### src/mvat_pkg.sv
// Shared types, constants and datapath command codes of the motion velocity
// and acceleration tracker. No dependencies.
package mvat_pkg;

  localparam int unsigned FRAC_BITS = 16;
  localparam int unsigned DT_FRAC   = 20;
  localparam int unsigned VW        = 56;  // working vector component width
  localparam int unsigned SW        = 49;  // acceleration sample width
  localparam int unsigned DW        = 34;  // difference width

  localparam logic [23:0] DT_MIN     = 24'd105;
  localparam logic [16:0] GAIN_ONE   = 17'd65536;
  localparam logic [63:0] VEL_EPS_SQ = 64'((64'd1 << (2 * FRAC_BITS)) / 64'd1000000);
  localparam logic [63:0] TINY_SQ    = 64'((64'd1 << (2 * FRAC_BITS)) / 64'd1000000000000);

  localparam logic REG_MAX_SPEED   = 1'b0;
  localparam logic REG_SMOOTH_GAIN = 1'b1;

  typedef enum logic [4:0] {
    CMD_NONE, CMD_LOAD, CMD_GSQ_MUL, CMD_SQ_ADD, CMD_VEC_GV, CMD_VEC_ZERO,
    CMD_PDIFF, CMD_DIV_DT, CMD_PQ_WR, CMD_LMAG, CMD_LSHIFT, CMD_LSQ_MUL,
    CMD_MAXSQ, CMD_SQRT_START, CMD_LR_MUL, CMD_DIV_RS, CMD_RQ_WR, CMD_SEED,
    CMD_BLV_A, CMD_BLV_B, CMD_BLV_S, CMD_VDIFF, CMD_VQ_WR, CMD_BLA_A,
    CMD_BLA_B, CMD_BLA_S, CMD_SAWR, CMD_FINISH
  } dp_cmd_e;

  typedef struct packed {
    dp_cmd_e    cmd;
    logic [1:0] idx;
  } dp_ctrl_t;

  typedef struct packed {
    logic gsq_big;
    logic primed;
    logic fits;
    logic rescale;
    logic sqrt_done;
    logic div_done;
  } dp_stat_t;

  typedef struct packed {
    logic [23:0]        frame_time;
    logic signed [31:0] given_vel_z;
    logic signed [31:0] given_vel_y;
    logic signed [31:0] given_vel_x;
    logic signed [31:0] pos_z;
    logic signed [31:0] pos_y;
    logic signed [31:0] pos_x;
  } in_item_t;

  typedef struct packed {
    logic signed [31:0] acc_z;
    logic signed [31:0] acc_y;
    logic signed [31:0] acc_x;
    logic signed [31:0] vel_z;
    logic signed [31:0] vel_y;
    logic signed [31:0] vel_x;
  } out_item_t;

endpackage

### src/mvat_ctrl.sv
// Sequencing state machine of the tracker: steps the datapath through one
// transaction and runs both handshakes. Depends on mvat_pkg.
module mvat_ctrl
  import mvat_pkg::*;
(
  input  logic     clk_i,
  input  logic     rst_ni,
  input  logic     in_valid_i,
  output logic     in_ready_o,
  output logic     out_valid_o,
  input  logic     out_ready_i,
  input  dp_stat_t stat_i,
  output dp_ctrl_t ctrl_o
);

  typedef enum logic [29:0] {
    S_IDLE        = 30'h00000001, S_GSQ_MUL     = 30'h00000002,
    S_GSQ_ADD     = 30'h00000004, S_GSQ_TEST    = 30'h00000008,
    S_PDIFF       = 30'h00000010, S_PDIV_START  = 30'h00000020,
    S_PDIV_WAIT   = 30'h00000040, S_LMAG        = 30'h00000080,
    S_LSHIFT      = 30'h00000100, S_LSQ_MUL     = 30'h00000200,
    S_LSQ_ADD     = 30'h00000400, S_LMAXSQ      = 30'h00000800,
    S_LDECIDE     = 30'h00001000, S_LSQRT_START = 30'h00002000,
    S_LSQRT_WAIT  = 30'h00004000, S_LR_MUL      = 30'h00008000,
    S_LR_START    = 30'h00010000, S_LR_WAIT     = 30'h00020000,
    S_SEED        = 30'h00040000, S_BV_A        = 30'h00080000,
    S_BV_B        = 30'h00100000, S_BV_S        = 30'h00200000,
    S_VDIFF       = 30'h00400000, S_VDIV_START  = 30'h00800000,
    S_VDIV_WAIT   = 30'h01000000, S_BA_A        = 30'h02000000,
    S_BA_B        = 30'h04000000, S_BA_S        = 30'h08000000,
    S_SAWR        = 30'h10000000, S_FINISH      = 30'h20000000
  } state_e;

  state_e     state_q, state_d, lim_next;
  logic [1:0] idx_q, idx_d;
  logic       pass_q, pass_d, ovalid_q, ovalid_d;
  dp_cmd_e    cmd;
  logic       last_idx;

  assign last_idx = (idx_q == 2'd2);
  assign lim_next = pass_q ? S_SAWR : (stat_i.primed ? S_BV_A : S_SEED);

  always_comb begin
    state_d  = state_q;
    idx_d    = idx_q;
    pass_d   = pass_q;
    ovalid_d = ovalid_q & ~out_ready_i;
    cmd      = CMD_NONE;
    unique case (state_q)
      S_IDLE: begin
        if (in_valid_i) begin
          cmd     = CMD_LOAD;
          idx_d   = '0;
          pass_d  = 1'b0;
          state_d = S_GSQ_MUL;
        end
      end
      S_GSQ_MUL: begin cmd = CMD_GSQ_MUL; state_d = S_GSQ_ADD; end
      S_GSQ_ADD: begin
        cmd     = CMD_SQ_ADD;
        idx_d   = last_idx ? 2'd0 : idx_q + 2'd1;
        state_d = last_idx ? S_GSQ_TEST : S_GSQ_MUL;
      end
      S_GSQ_TEST: begin
        priority if (stat_i.gsq_big) begin
          cmd     = CMD_VEC_GV;
          state_d = S_LMAG;
        end else if (stat_i.primed) begin
          state_d = S_PDIFF;
        end else begin
          cmd     = CMD_VEC_ZERO;
          state_d = S_SEED;
        end
      end
      S_PDIFF:      begin cmd = CMD_PDIFF;  state_d = S_PDIV_START; end
      S_PDIV_START: begin cmd = CMD_DIV_DT; state_d = S_PDIV_WAIT;  end
      S_PDIV_WAIT: begin
        if (stat_i.div_done) begin
          cmd     = CMD_PQ_WR;
          idx_d   = last_idx ? 2'd0 : idx_q + 2'd1;
          state_d = last_idx ? S_LMAG : S_PDIFF;
        end
      end
      S_LMAG: begin cmd = CMD_LMAG; state_d = S_LSHIFT; end
      S_LSHIFT: begin
        if (stat_i.fits) begin
          idx_d   = '0;
          state_d = S_LSQ_MUL;
        end else begin
          cmd = CMD_LSHIFT;
        end
      end
      S_LSQ_MUL: begin cmd = CMD_LSQ_MUL; state_d = S_LSQ_ADD; end
      S_LSQ_ADD: begin
        cmd     = CMD_SQ_ADD;
        idx_d   = last_idx ? 2'd0 : idx_q + 2'd1;
        state_d = last_idx ? S_LMAXSQ : S_LSQ_MUL;
      end
      S_LMAXSQ:  begin cmd = CMD_MAXSQ; state_d = S_LDECIDE; end
      S_LDECIDE: begin
        idx_d   = '0;
        state_d = stat_i.rescale ? S_LSQRT_START : lim_next;
      end
      S_LSQRT_START: begin cmd = CMD_SQRT_START; state_d = S_LSQRT_WAIT; end
      S_LSQRT_WAIT:  begin if (stat_i.sqrt_done) state_d = S_LR_MUL; end
      S_LR_MUL:   begin cmd = CMD_LR_MUL; state_d = S_LR_START; end
      S_LR_START: begin cmd = CMD_DIV_RS; state_d = S_LR_WAIT;  end
      S_LR_WAIT: begin
        if (stat_i.div_done) begin
          cmd     = CMD_RQ_WR;
          idx_d   = last_idx ? 2'd0 : idx_q + 2'd1;
          state_d = last_idx ? lim_next : S_LR_MUL;
        end
      end
      S_SEED:       begin cmd = CMD_SEED;   state_d = S_FINISH;     end
      S_BV_A:       begin cmd = CMD_BLV_A;  state_d = S_BV_B;       end
      S_BV_B:       begin cmd = CMD_BLV_B;  state_d = S_BV_S;       end
      S_BV_S:       begin cmd = CMD_BLV_S;  state_d = S_VDIFF;      end
      S_VDIFF:      begin cmd = CMD_VDIFF;  state_d = S_VDIV_START; end
      S_VDIV_START: begin cmd = CMD_DIV_DT; state_d = S_VDIV_WAIT;  end
      S_VDIV_WAIT: begin
        if (stat_i.div_done) begin
          cmd     = CMD_VQ_WR;
          state_d = S_BA_A;
        end
      end
      S_BA_A: begin cmd = CMD_BLA_A; state_d = S_BA_B; end
      S_BA_B: begin cmd = CMD_BLA_B; state_d = S_BA_S; end
      S_BA_S: begin
        cmd     = CMD_BLA_S;
        idx_d   = last_idx ? 2'd0 : idx_q + 2'd1;
        pass_d  = last_idx;
        state_d = last_idx ? S_LMAG : S_BV_A;
      end
      S_SAWR: begin cmd = CMD_SAWR; state_d = S_FINISH; end
      S_FINISH: begin
        // hold until the output register is free
        if (!ovalid_q || out_ready_i) begin
          cmd      = CMD_FINISH;
          ovalid_d = 1'b1;
          state_d  = S_IDLE;
        end
      end
      default: state_d = S_IDLE;
    endcase
  end

  always_ff @(posedge clk_i or negedge rst_ni) begin
    if (!rst_ni) begin
      state_q  <= S_IDLE;
      idx_q    <= '0;
      pass_q   <= 1'b0;
      ovalid_q <= 1'b0;
    end else begin
      state_q  <= state_d;
      idx_q    <= idx_d;
      pass_q   <= pass_d;
      ovalid_q <= ovalid_d;
    end
  end

  assign in_ready_o  = (state_q == S_IDLE);
  assign out_valid_o = ovalid_q;
  assign ctrl_o.cmd  = cmd;
  assign ctrl_o.idx  = idx_q;

endmodule

### config.mk
export PLATFORM = sky130hd
export DESIGN_NAME = mvat_ctrl
export DESIGN_NICKNAME = d
export VERILOG_FILES = /design/src/mvat_pkg.sv /design/src/mvat_ctrl.sv
export SDC_FILE = /design/constraint.sdc
export NUM_CORES = 1
export LEC_CHECK = 0
export ABC_AREA = 1
export BUFFER_PORTS_ARGS = -buffer_cell sky130_fd_sc_hd__buf_2
export CAP_MARGIN = 10
export CORE_MARGIN = 4
export CORE_UTILIZATION = 65
export CTS_CLUSTER_SIZE = 10
export DETAILED_ROUTE_END_ITERATION = 6
export PLACE_DENSITY = 0.81
export SLEW_MARGIN = 25
export SYNTH_ARGS = -nofsm -noshare
export SYNTH_HDL_FRONTEND = slang
export SYNTH_SLANG_ARGS = --single-unit
### constraint.sdc
create_clock -name clk_i -period 2.6 [get_ports clk_i]
set_clock_uncertainty 0.2 [all_clocks]
set_input_delay 0.13 -clock clk_i [delete_from_list [all_inputs] [get_ports clk_i]]
set_output_delay 0.13 -clock clk_i [all_outputs]
set_load 0.02 [all_outputs]
==> flow_summary.ini, run 1 <==
[critical_path]
endpoint = ctrl_o[2]
start_kind = flip-flop
reg2reg_slack_ns = 0.26
r2r-start = state_q[29]
worst_ep_required_time_ns = 2.27
crit_start = state_q[0]
reg2reg_to = state_q[0]
worst_setup_path_end_kind = output port
cp_data_arrival_time_ns = 2.20
crit_fanout = 10
path_class = flip-flop to output port
reg2regPathDepth = 11

[place]
globalplace.congestion = 0.9803
io_buffers = 18
dp_cells = 427
place_hpwl_mm = 5.250

[power]
ir_drop_v = 0.0004507
cellLeakagePower_nw = 1.561
cellPowerDensity_nw_per_um2 = 572.1

[timing]
setup_viol = 0
worst_pin_slew_ns = 0.7751
timing.final.crit_share_pct = 97.28
maxSlewHeadroom_pct = 48.32
fmax_ghz = 0.3954
hold_viol_final = 0
slew_viol_final = 0
finalSetupTns_ns = 0
hold_ws_ns = 0.01502
layout_min_cycle_time_ns = 2.529

[synthesis]
syn-instance-count = 363
synth_top_family_by_area = simple AND/OR/NAND/NOR gates
synthAdderAreaFrac_pct = 0
synth_compound_area_share_pct = 6.851
ys_async_sr_fraction_pct = 100.0
seq_area_frac_synth_pct = 33.56
synth-seq-cells = 34
synth_edf_count = 0
synth_flop_cell = dfrtp_1
yosysWarnings = 0
synthSimpleGateAreaFrac_pct = 49.88
synth_xor_xnor_area_share_pct = 0
syn_area_per_cell_um2 = 6.994
synth_area_um2 = 2539
synthMuxAreaShare_pct = 0
synth.net_count = 373
synth.distinct_cells = 38

[clocking]
cts_sinks = 34
cts_buffer_depth = 2
cts_buffers = 5
root_buffer = clkbuf_8
insertion_delay_ns = 0.29
clk_pin_slew_worst_paths_ns = 0.07
ctsHtreeMaxLevel = 2
tritoncts = built

[die]
dieArea_um2 = 4970
rows = 22
ios = 19
start_util_pct = 68.32
die_w_um = 70.50
die_y_um = 70.50
core_um2 = 3716

[route]
drt-pass1-iter-count = 5
ant_nets = 0
routed_via_density = 5.610
drt-initial-drc-count = 292
drc_errors = 0
wl_mm = 6.714
routedWlPerCell_um = 15.05
vias = 2502

[layout]
finalNetCount = 407
drive_above_1_share_pct = 23.87
final_cells = 446
diodes = 0
syn2layout_area_growth_pct = 13.80
utilization_pct = 77.74

[status]
outcome = finished, final reports clean

[grt]
grt_pass1_wl_mm = 11.12
grt_overflow = 0
grt.total_usage_pct = 28.39
grt_pass1_vias = 2353
grt_max_degree = 35
antenna_found_initial = 0

[flow_run]
drv_cap = 0

[worst_hold_path]
hold_class = input port to flip-flop
[critical path, stage by stage (launching register included)]
cell,delay [ns]
dfstp_2,0.56
nor2_1,0.06
nand2_1,0.12
nor2_4,0.06
buf_12,0.14
nand2_4,0.12
inv_4,0.05
nand2_1,0.14
nand2_1,0.11
nor2_2,0.15
o21a_1,0.14
nand3_1,0.08
buf_2,0.18
[registers in the layout (all words and copies together) (netlist names)]
register     cells
out_valid_o      1
pass_q           1
idx_q            2
state_q         30
[placed cells by master, fill, tap and decap left out, drive strengths merged]
master       instances
nand3b               3
nor3                11
dfstp                1
nor4                 2
o2111ai              1
a21oi                9
nand4               13
clkinvlp             1
dlygate4sd3          6
o21a                 1
buf                 23
dfrtp               33
clkbuf               6
inv                 56
nor2               104
o22ai                3
a31oi                2
nand2               80
clkinv               3
a211oi               1
o21ai                9
nand3               30
[Yosys cell counts (3+ instances only)]
library cell,instances,area (µm²)
nor2_1,81,304.0
nor2_4,4,45.04
nand3_1,25,125.1
nand3_2,3,30.03
inv_2,9,33.78
nand2_4,7,78.83
nor3_1,10,50.05
inv_1,46,172.7
nor2_8,3,60.06
nand2_2,5,31.28
a21oi_1,6,30.03
o21ai_0,6,30.03
dfrtp_1,33,825.8
nor2_2,16,100.1
nand4_1,11,68.82
nand2_1,68,255.2
[area by class of cell]
cell class / instances / area (µm²)
multi-input combinational: 269 / 1461
clock inverter: 2 / 12.51
fill: 299 / 827.0
sequential: 34 / 852.1
clock buffer: 6 / 82.58
inverter: 58 / 220.2
timing repair buffer: 29 / 200.2
tap: 48 / 60.06
[metal layers]
metal	vias to the layer above	share of wire, %	GRT usage, %
met5	-	0	0
met4	0	3.3	11.49
met3	22	7.8	5.468
met2	120	47	45.63
met1	1133	42	37.33
li1	1227	-	-
[repair_timing]
action,CTS,global route
gates resized for setup,0,5
setup buffers,0,5
setup endpoints to repair,0,5
hold endpoints to repair,40,0
hold buffers,6,0
[how the worst min path moves through the flow]
stage	startpoint	to	slack (ns)	cells after the start
2_1_floorplan	rst_ni	idx_q[0]	-0.37	0
3_3_place_gp	rst_ni	state_q[5]	0.03	1
3_5_place_dp	rst_ni	state_q[5]	0.04	1
4_1_cts	stat_i[0]	state_q[25]	0.008	3
5_1_grt	stat_i[3]	state_q[8]	0.03	4
6_report	stat_i[0]	state_q[25]	0.02	3
[metrics by stage]
| stage | instance area (µm²) | setup slack, ns | total power [W] |
|---|---|---|---|
| 4_1_cts | 2818 | 0.04308 | 0.001586 |
| 3_3_place_gp | 2663 | 0.3392 | 0.001157 |
| 2_1_floorplan | 2539 | 0.6640 | 0.001031 |
| 3_5_place_dp | 2663 | 0.3701 | 0.001167 |
| 5_1_grt | 2889 | -0.01779 | 0.001738 |
| 6_report | 2889 | 0.07060 | 0.001653 |
[cells by family (layout without fill, tap and decap cells)]
group,Yosys count,count (layout)
simple gates,243,243
flops,34,34
buf+inv,60,95
compound gates,26,26
[report_power, final]
group	switching (W)	total, W	leakage (nW)	internal [W]
Combinational	0.000431	0.000652	1.04	0.000221
Clock	0.000198	0.000411	0.0472	0.000213
Sequential	0.0000255	0.000590	0.470	0.000565
(Power assumes the default switching activity.)
==> run 2, diff against run 1 <==
GPL_TIMING_DRIVEN = 0   (was unset)
==> flow_summary.ini, run 2 (same netlist as run 1, synthesis figures left out) <==
[status]
outcome = finished, final reports clean

[layout]
fillers = 293
mostFrequentLayoutCell = nor2_1
top_register = state_q
finalNetCount = 404
drive_above_1_share_pct = 22.84
syn2layout_area_growth_pct = 13.55
largest_reg_flops = 30
final_cell_mix = 78 x nor2_1, 68 x nand2_1, 46 x inv_1
reg_top3 = state_q: 30 flops, idx_q: 2 flops
diodes = 0

[timing]
worst_slack_ns = 0.05830
worst_pin_slew_ns = 0.7746
slew_viol_final = 0
timing.final.crit_share_pct = 97.76
setup_viol = 0
rsz0062_at_grt = yes
hold_ws_ns = 0.008586
layout_min_cycle_time_ns = 2.542
finalSetupTns_ns = 0
hold_viol_final = 0
maxSlewHeadroom_pct = 48.36
fmax_ghz = 0.3934

[grt]
grt.total_usage_pct = 28.35
antenna_found_initial = 0
grt_pass1_vias = 2384
grt_max_degree = 35
grt_overflow = 0
grt_pass1_wl_mm = 11.02

[clocking]
cts_sinks = 34
tritoncts = built
ctsHtreeMaxLevel = 2
insertion_delay_ns = 0.29
cts_buffer_depth = 2
cts_buffers = 5
clk_pin_slew_worst_paths_ns = 0.06
root_buffer = clkbuf_8

[power]
cellLeakagePower_nw = 1.556
ir_drop_v = 0.0004787
cellPowerDensity_nw_per_um2 = 549.2

[route]
routedWlPerCell_um = 15.40
drt-initial-drc-count = 231
vias = 2514
ant_nets = 0
drt-pass1-iter-count = 4
routed_via_density = 5.688
drc_errors = 0
wl_mm = 6.807

[place]
pre_cts_ws_ns = 0.3162
io_buffers = 18
globalplace.congestion = 0.9489
place_hpwl_mm = 5.258

[critical_path]
path_class = flip-flop to output port
endpoint = ctrl_o[2]
crit_start = state_q[0]
cp_data_arrival_time_ns = 2.21
reg2reg_slack_ns = 0.38
reg2reg_to = state_q[0]
reg2regPathDepth = 12
worst_setup_path_end_kind = output port
r2r-start = state_q[0]
worst_ep_required_time_ns = 2.27
start_kind = flip-flop
crit_fanout = 10

[die]
die_w_um = 70.50
rows = 22
core_um2 = 3716
dieArea_um2 = 4970
die_y_um = 70.50
ios = 19
start_util_pct = 68.32

[flow_run]
drv_cap = 0

[worst_hold_path]
hold_class = input port to flip-flop
[run 2: final cells by class]
type                    count  area (µm²)  share of cell area (%)
well taps                  48       60.06                   2.083
plain buffers               2       30.03                   1.042
flip-flops and latches     34       852.1                   29.56
inverters                  58       220.2                   7.639
multi-input cells         269        1496                   51.91
repair buffers             24       147.6                   5.122
clock buffers               7       76.32                   2.648
[run 2: metal layers]
| layer | wire length (µm) | up-vias | GRT usage, % |
|---|---|---|---|
| li1 | - | 1211 | - |
| met1 | 2827 | 1160 | 37.70 |
| met2 | 3236 | 126 | 45.22 |
| met3 | 578 | 17 | 5.899 |
| met4 | 165 | 0 | 10.43 |
| met5 | 0 | - | 0 |
[run 2: critical path, stage by stage (launching register included)]
cell and delay (ns):
dfstp_2 0.54, nor2_1 0.05, nand2_1 0.13, nor2_4 0.07, buf_8 0.15, nand3_2 0.09, nor2_2 0.06, nor2_2 0.18
inv_1 0.09, a211oi_1 0.25, nand3_1 0.13, buf_2 0.18
[run 2: worst min path at each step]
| stage | from | to | depth (start not counted) |
|---|---|---|---|
| finish | in_valid_i | state_q[0] | 3 |
| global route | in_valid_i | state_q[0] | 3 |
| CTS | in_valid_i | state_q[0] | 3 |
| detailed placement | rst_ni | state_q[5] | 1 |
| global placement | rst_ni | state_q[4] | 1 |
| floorplan | rst_ni | idx_q[0] | 0 |
[run 2: report_power, final]
part / internal (W) / total [W] / leakage, nW / switching [W]
Combinational: 0.000201 / 0.000625 / 1.05 / 0.000425
Clock: 0.000184 / 0.000366 / 0.0383 / 0.000181
Sequential: 0.000565 / 0.000592 / 0.470 / 0.0000273
Total: 0.000950 / 0.00158 / 1.56 / 0.000633
[run 2: metrics by stage]
stage | util, % | total power, W | cell area [µm²] | std cells
after CTS | 75.76 | 0.001571 | 2815 | 441
after global placement | 72.36 | 0.001182 | 2689 | 429
final | 77.58 | 0.001583 | 2883 | 442
after detailed placement | 72.36 | 0.001195 | 2689 | 429
after floorplan | - | 0.001031 | 2539 | 363
after global routing | 77.58 | 0.001680 | 2883 | 442
[run 2: repair_timing]
item	4_1_cts	5_1_grt
hold buffers	5	0
resized for setup	0	13
endpoints found under the hold margin	39	0
setup buffers	0	1
setup endpoints to repair	0	5
==> run 3, diff against run 2 <==
HOLD_SLACK_MARGIN = 0.1   (was unset)
==> flow_summary.ini, run 3 (same netlist as run 1, synthesis figures left out) <==
[status]
outcome = finished, final reports clean

[layout]
mostFrequentLayoutCell = nor2_1
utilization_pct = 78.65
diodes = 0
finalNetCount = 408
reg_top3 = state_q: 30 flops, idx_q: 2 flops
final_cells = 446
fillers = 287
drive_above_1_share_pct = 22.61
syn2layout_area_growth_pct = 15.13
final_cell_mix = 78 x nor2_1, 68 x nand2_1, 46 x inv_1
largest_reg_flops = 30
top_register = state_q

[power]
cellPowerDensity_nw_per_um2 = 544.4
ir_drop_v = 0.0004792
p_total_w = 0.001591
p_sw_share_pct = 40.05
pwr-share-clk_pct = 22.9
power_frac_comb_pct = 39.8
p_switching_w = 0.0006374
cellLeakagePower_nw = 1.573
p_int_w = 0.0009539
pwr-share-seq_pct = 37.2

[critical_path]
cp_top_family = simple AND/OR/NAND/NOR gates
crit_start = state_q[0]
start_kind = flip-flop
cp_data_arrival_time_ns = 2.21
r2r-start = state_q[0]
path_class = flip-flop to output port
critical-path-max-stage-delay_ns = 0.54
path_buf_inv = 3
crit_path_top_delay_cell = dfstp_2
crit_fanout = 10
worst_setup_path_end_kind = output port
path_cells = nor2_1 > nand2_1 > nor2_4 > buf_8 > nand3_2 > nor2_2 > nor2_2 > inv_1 > a211oi_1 > nand3_1 > buf_2
worst_ep_required_time_ns = 2.27
crit_top_cell = nor2_2

[place]
io_buffers = 18
pre_cts_ws_ns = 0.3162
dp_cells = 429
globalplace.congestion = 0.9489
place_hpwl_mm = 5.258

[timing]
maxSlewHeadroom_pct = 47.66
rsz0062_at_grt = yes
hold_viol_final = 0
timing.final.crit_share_pct = 97.68
worst_slack_ns = 0.06035
setup_viol = 0
fmax_ghz = 0.3938
finalSetupTns_ns = 0
worst_pin_slew_ns = 0.7851
slew_viol_final = 0
layout_min_cycle_time_ns = 2.540

[clocking]
tritoncts = built
cts_buffers = 5
ctsHtreeMaxLevel = 2
cts_sinks = 34
cts_buffer_depth = 2
root_buffer = clkbuf_8
clk_pin_slew_worst_paths_ns = 0.06
insertion_delay_ns = 0.29

[route]
vias = 2526
ant_nets = 0
wl_mm = 6.842
routedWlPerCell_um = 15.34
drc_errors = 0
routed_via_density = 5.664
drt-pass1-iter-count = 5
drt-initial-drc-count = 207

[grt]
grt_util_met1_pct = 37.88
grtUsageMet3_pct = 6.187
antenna_found_initial = 0
grt.busiest_layer = met2
grt_use_met2_pct = 45.43
grt_pass1_vias = 2417
grt.total_usage_pct = 28.59
grt_pass1_wl_mm = 11.13
grt_overflow = 0
grt_max_degree = 35

[die]
ios = 19
start_util_pct = 68.32
die_y_um = 70.50
die_w_um = 70.50
rows = 22
dieArea_um2 = 4970
core_um2 = 3716

[worst_hold_path]
hold_class = input port to asynchronous set/reset pin

[flow_run]
drv_cap = 0
[run 3: cell types whose count changed in the layout (fill, tap and decap cells not counted), sizes merged]
cell	before	now
dlygate4sd3	5	9
[run 3: area by class of cell]
type	instances	area, µm²	area share [%]
plain buffers	2	30.03	1.027
clock buffers	7	76.32	2.611
inverters	58	220.2	7.534
multi-input cells	269	1496	51.20
flip-flops and latches	34	852.1	29.15
well taps	48	60.06	2.055
repair buffers	28	187.7	6.421
[run 3: repair_timing]
action / 4_1_cts / 5_1_grt
resized for setup: 0 / 13
buffers inserted: 0 / 1
endpoints found under the setup margin: 0 / 5
hold endpoints to repair: 44 / 0
hold buffers: 9 / 0
[run 3: final timing paths]
| path | endpoint | slack [ns] | depth (start not counted) |
|---|---|---|---|
| max | ctrl_o[2] | 0.06 | 11 |
| min | state_q[5] | 0.26 | 2 |
| min reg2reg | pass_q | 0.29 | 2 |
| max in group asynchronous | state_q[14] | 1.45 | 2 |
| max reg2reg | state_q[0] | 0.34 | 12 |
| min in group clk_i | pass_q | 0.29 | 2 |
[run 3: layer usage]
metal / up-vias / wire (µm)
met5: - / 0
met4: 0 / 201
met3: 27 / 539
met2: 119 / 3202
met1: 1159 / 2897
li1: 1221 / -
[run 3: power by group through the flow]
stage / registers [W] / logic [W] / clock network, W
2_1_floorplan: 0.000604 / 0.000426 / 0
3_5_place_dp: 0.000599 / 0.000596 / 0
3_3_place_gp: 0.000596 / 0.000587 / 0
6_report: 0.000592 / 0.000634 / 0.000365
5_1_grt: 0.000594 / 0.000690 / 0.000401
4_1_cts: 0.000589 / 0.000610 / 0.000376
[run 3: metrics by stage]
stage	area (µm²)	hold WS, ns
after floorplan	2539	-0.3656
after global placement	2689	0.02761
after detailed placement	2689	0.04591
after CTS	2855	0.2756
after global routing	2923	0.3162
final	2923	0.2609
